`config.mk`:
```
export PLATFORM = sky130hd
export DESIGN_NAME = pal_cell
export DESIGN_NICKNAME = d
export VERILOG_FILES = /design/src/pal_pkg.sv /design/src/pal_cell.sv
export SDC_FILE = /design/constraint.sdc
export NUM_CORES = 1
export LEC_CHECK = 0
export BUFFER_PORTS_ARGS = -buffer_cell sky130_fd_sc_hd__buf_4
export CAP_MARGIN = 30
export CORE_MARGIN = 1.5
export CORE_UTILIZATION = 41
export CTS_CLUSTER_DIAMETER = 120
export DETAILED_ROUTE_END_ITERATION = 7
export PLACE_DENSITY = 0.77
export SLEW_MARGIN = 15
export SYNTH_ARGS = -nofsm -noshare
export SYNTH_HDL_FRONTEND = slang
export SYNTH_SLANG_ARGS = --single-unit
export TNS_END_PERCENT = 20
```
`constraint.sdc`:
```
create_clock -name clk -period 3.18 [get_ports clk]
set_input_delay 0.159 -clock clk [delete_from_list [all_inputs] [get_ports clk]]
set_output_delay 0.159 -clock clk [all_outputs]
set_load 0.05 [all_outputs]
```
`src/pal_pkg.sv`:
```
`timescale 1ns / 1ps
// Shared types and codes for the positional array list.
// No dependencies; used by pal_cell and positional_array_list_core.
package pal_pkg;

  localparam int VAL_W     = 32;
  localparam int POS_W     = 8;
  localparam int OP_W      = 3;
  localparam int STAT_W    = 2;
  // Wide enough for a count up to the largest supported capacity (1024).
  localparam int CNT_MAX_W = 11;

  localparam logic [OP_W-1:0] OP_CLEAR    = 3'd0;
  localparam logic [OP_W-1:0] OP_INSERT   = 3'd1;
  localparam logic [OP_W-1:0] OP_DELETE   = 3'd2;
  localparam logic [OP_W-1:0] OP_LOCATE   = 3'd3;
  localparam logic [OP_W-1:0] OP_RETRIEVE = 3'd4;

  localparam logic [STAT_W-1:0] ST_OK     = 2'd0;
  localparam logic [STAT_W-1:0] ST_FULL   = 2'd1;
  localparam logic [STAT_W-1:0] ST_EMPTY  = 2'd2;
  localparam logic [STAT_W-1:0] ST_BADPOS = 2'd3;

  // Control broadcast to every cell of the chain.
  typedef struct packed {
    logic                        en;
    logic                        shift_up;
    logic                        shift_dn;
    logic                        locate;
    logic                        fetch;
    logic [POS_W-1:0]            pos_idx;
    logic [CNT_MAX_W-1:0]        count;
    logic signed [VAL_W-1:0]     value;
  } cell_ctl_t;

endpackage

```
`src/pal_cell.sv`:
```
`timescale 1ns / 1ps
// One list cell: holds one entry, shifts from its neighbors, flags a match.
// Depends on pal_pkg.
module pal_cell
  import pal_pkg::*;
#(
  parameter int INDEX = 0
) (
  input  logic                    clk,
  input  cell_ctl_t               ctl,
  input  logic signed [VAL_W-1:0] left_data,
  input  logic signed [VAL_W-1:0] right_data,
  output logic signed [VAL_W-1:0] data,
  output logic                    flag
);

  localparam logic [CNT_MAX_W-1:0] IDX = CNT_MAX_W'(INDEX);

  logic signed [VAL_W-1:0] data_r, data_nxt;
  logic                    flag_r, flag_nxt;
  logic [CNT_MAX_W-1:0]    pos_ext;

  assign pos_ext = CNT_MAX_W'(ctl.pos_idx);

  always_comb begin
    data_nxt = data_r;
    if (ctl.shift_up) begin
      if (IDX == pos_ext) begin
        data_nxt = ctl.value;
      end else if (IDX > pos_ext) begin
        data_nxt = left_data;
      end
    end else if (ctl.shift_dn && (IDX >= pos_ext)) begin
      data_nxt = right_data;
    end
  end

  always_comb begin
    flag_nxt = (ctl.locate && (data_r == ctl.value) && (IDX < ctl.count)) ||
               (ctl.fetch && (IDX == pos_ext));
  end

  always_ff @(posedge clk) begin
    data_r <= data_nxt;
    if (ctl.en) begin
      flag_r <= flag_nxt;
    end
  end

  assign data = data_r;
  assign flag = flag_r;

endmodule

```
==> results.toml <==
[routing]
final_antenna_net_count = 0
drtIter0Drc = 89
via_per_inst = 4.93
wl_per_cell_um = 14.5
drt_first_pass_iters = 4
wirelength_um = 6020
drc = 0
vias = 2042

[timing]
clock_skew_ps = 5.07
fin_crit_ps = 1700
tns_ps = 0
slew_viol_final = 0
rsz0062_at_grt = "no"
hold_viol_final = 0
fmax_mhz = 587
worstMarginPinSlew_ps = 587
setup_viol = 0
relSlewSlack_pct = 60.9
fin_crit_sh_pct = 53.6

[grt]
grt_pass1_wl_um = 8420
overflow = 0
grt.total_usage_pct = 21.0
antenna_found_initial = 0
grt_pass1_vias = 1798
grt_max_degree = 66

[worst_setup_path]
cp_num_buf_inv = 0
cp-end-kind = "flip-flop"
crit_family = "simple AND/OR/NAND/NOR gates"
slowest_stage = "edfxtp_1"
cp_max_fo = 2
worstPathCellList = "xnor2_1, nand4_1, nor4_1, nand4_1, o31ai_1"
arrival_ps = 1820
start_kind = "flip-flop"
timing_worst_setup_path_type = "flip-flop to flip-flop"
crit_top_cell = "nand4_1"
slowest_delay_ps = 420
required_ps = 3300

[clocking]
root_buffer = "clkbuf_8"
cts_inserted_buffers = 5
cts_buffer_depth = 2
clk_pin_slew_ps = 70
clk_latency_ps = 280
cts_sinks = 33
cts_resized = 0
holdBufCountCts = 0
tritoncts = "built"
htree_levels = 2
post_cts_buffers = 0

[yosys]
syn_area_sq_um = 2070
async_flop_share_pct = 0
ys_types = 16
synth_flop_cell = "edfxtp_1"
synth_warnings = 0
synth-edff-count = 33
synth_nets = 314
synth_seq_cells = 33
seq_area_frac_synth_pct = 47.8
synthCells = 193
synth.avg_cell_area_sq_um = 10.7

[floorplan]
fp.dieArea_sq_um = 5490
die_h_um = 74.1
core_area_sq_um = 4790
die_x_um = 74.1
start_util_pct = 43.3
pin_count = 154
rows = 25

[final_layout]
drive_gt1_share_pct = 48.1
final_nets = 467
diodes = 0
num-fill-cells = 401
areaGrowthSynthToFinish_pct = 62.0
ff_latch_area_sq_um = 991
multi_input_area_sq_um = 1030

[pwr]
power_frac_clock_pct = 30.5
switchingPower_mw = 0.235
p_leak_nw = 1.64
vdd.ir_drop.worst_mv = 0.234
switching_share_pct = 23.4
powerDensity_nw_per_um2 = 298
combPwrFrac_pct = 21.1
internal_power_mw = 0.767
seq_power_share_pct = 48.4
p_total_mw = 1.00

[outcome]
status = "finished, final reports clean"

[flow_run]
drv_cap = 0

[min_path]
holdCritPathClass = "input pin to flip-flop"

[placed_design]
routabilityCongestion = 0.779
dpl.hpwl_um = 4810
port_buffers = 153
[power by group through the flow]
stage	sequential (mW)	combinational (mW)	clock [mW]
finish	0.485	0.211	0.306
global route	0.485	0.230	0.327
CTS	0.485	0.213	0.307
detailed placement	0.494	0.212	0
global placement	0.494	0.208	0
floorplan	0.501	0.0677	0
[final cells by class]
cell class	count	area share (%)
repair buffers	156	34.9
multi-input cells	150	30.6
flip-flops and latches	33	29.5
well taps	67	2.50
clock buffers	6	2.16
clock inverters	2	0.298
[worst register-to-register path: stages (launching register included)]
cell and delay, ps:
edfxtp_1 420, xnor2_1 170, nand4_1 160, nor4_1 370, nand4_1 210, o31ai_1 220
[metal layers]
metal | track usage (%) | up-vias | wire (um)
li1 | - | 1011 | -
met1 | 23.7 | 924 | 2210
met2 | 37.4 | 100 | 3110
met3 | 6.91 | 7 | 617
met4 | 6.58 | 0 | 80
met5 | 0 | - | 0
[final timing paths]
path                            slack (ps)  endpoint  cells after the start      from
worst max-delay path                  1480      flag                      5  data[19]
worst min-delay path                    60      flag                      1   ctl[55]
worst max register to register        1480      flag                      5  data[19]
worst min register to register         730      flag                      3  data[13]
[metrics by stage]
stage	worst slack [ps]	hold slack, ps	utilization [%]	cell area (sq um)	instances
2_1_floorplan	546	271	-	2070	193
3_3_place_gp	1330	357	68.4	3270	406
3_5_place_dp	1270	357	68.4	3270	406
4_1_cts	1430	61.7	70.1	3360	414
5_1_grt	1350	46.5	70.1	3360	414
6_report	1480	64.7	70.1	3360	414
[placed cells by master (no fill, tap or decap)]
cell type / instances
buf_4: 156
nor2_1: 33
edfxtp_1: 33
mux2i_1: 32
a21oi_1: 32
xnor2_1: 20
xor2_1: 12
nor4_1: 6
nand4_1: 5
clkbuf_8: 5
nand3_1: 4
nor4_2: 2
clkinv_2: 2
nand2_2: 1
nor3_1: 1
o31ai_1: 1
nor2_4: 1
clkbuf_1: 1
[state kept, by name, indices dropped and copies added, names as in the netlist]
register  count
data         32
flag          1
[synthesized netlist by cell type, types with 2 or more instances]
master | n | share of area [%]
a21oi_1 | 32 | 7.7
buf_6 | 3 | 1.6
clkbuf_1 | 6 | 1.1
edfxtp_1 | 33 | 48
mux2i_1 | 32 | 15
nand3_1 | 4 | 0.97
nand4_1 | 5 | 1.5
nor2_1 | 34 | 6.2
nor4_1 | 6 | 1.8
nor4_2 | 2 | 1.2
xnor2_1 | 20 | 8.5
xor2_1 | 12 | 5.1
[logic make-up after synthesis]
group           share of synthesized area [%]
compound gates                           8.09
xor+xnor                                 13.5
buf+inv                                  2.90
flops                                    47.8
mux                                      15.5
simple gates                             12.2
No activity file was read; power rests on OpenSTA's default activity.
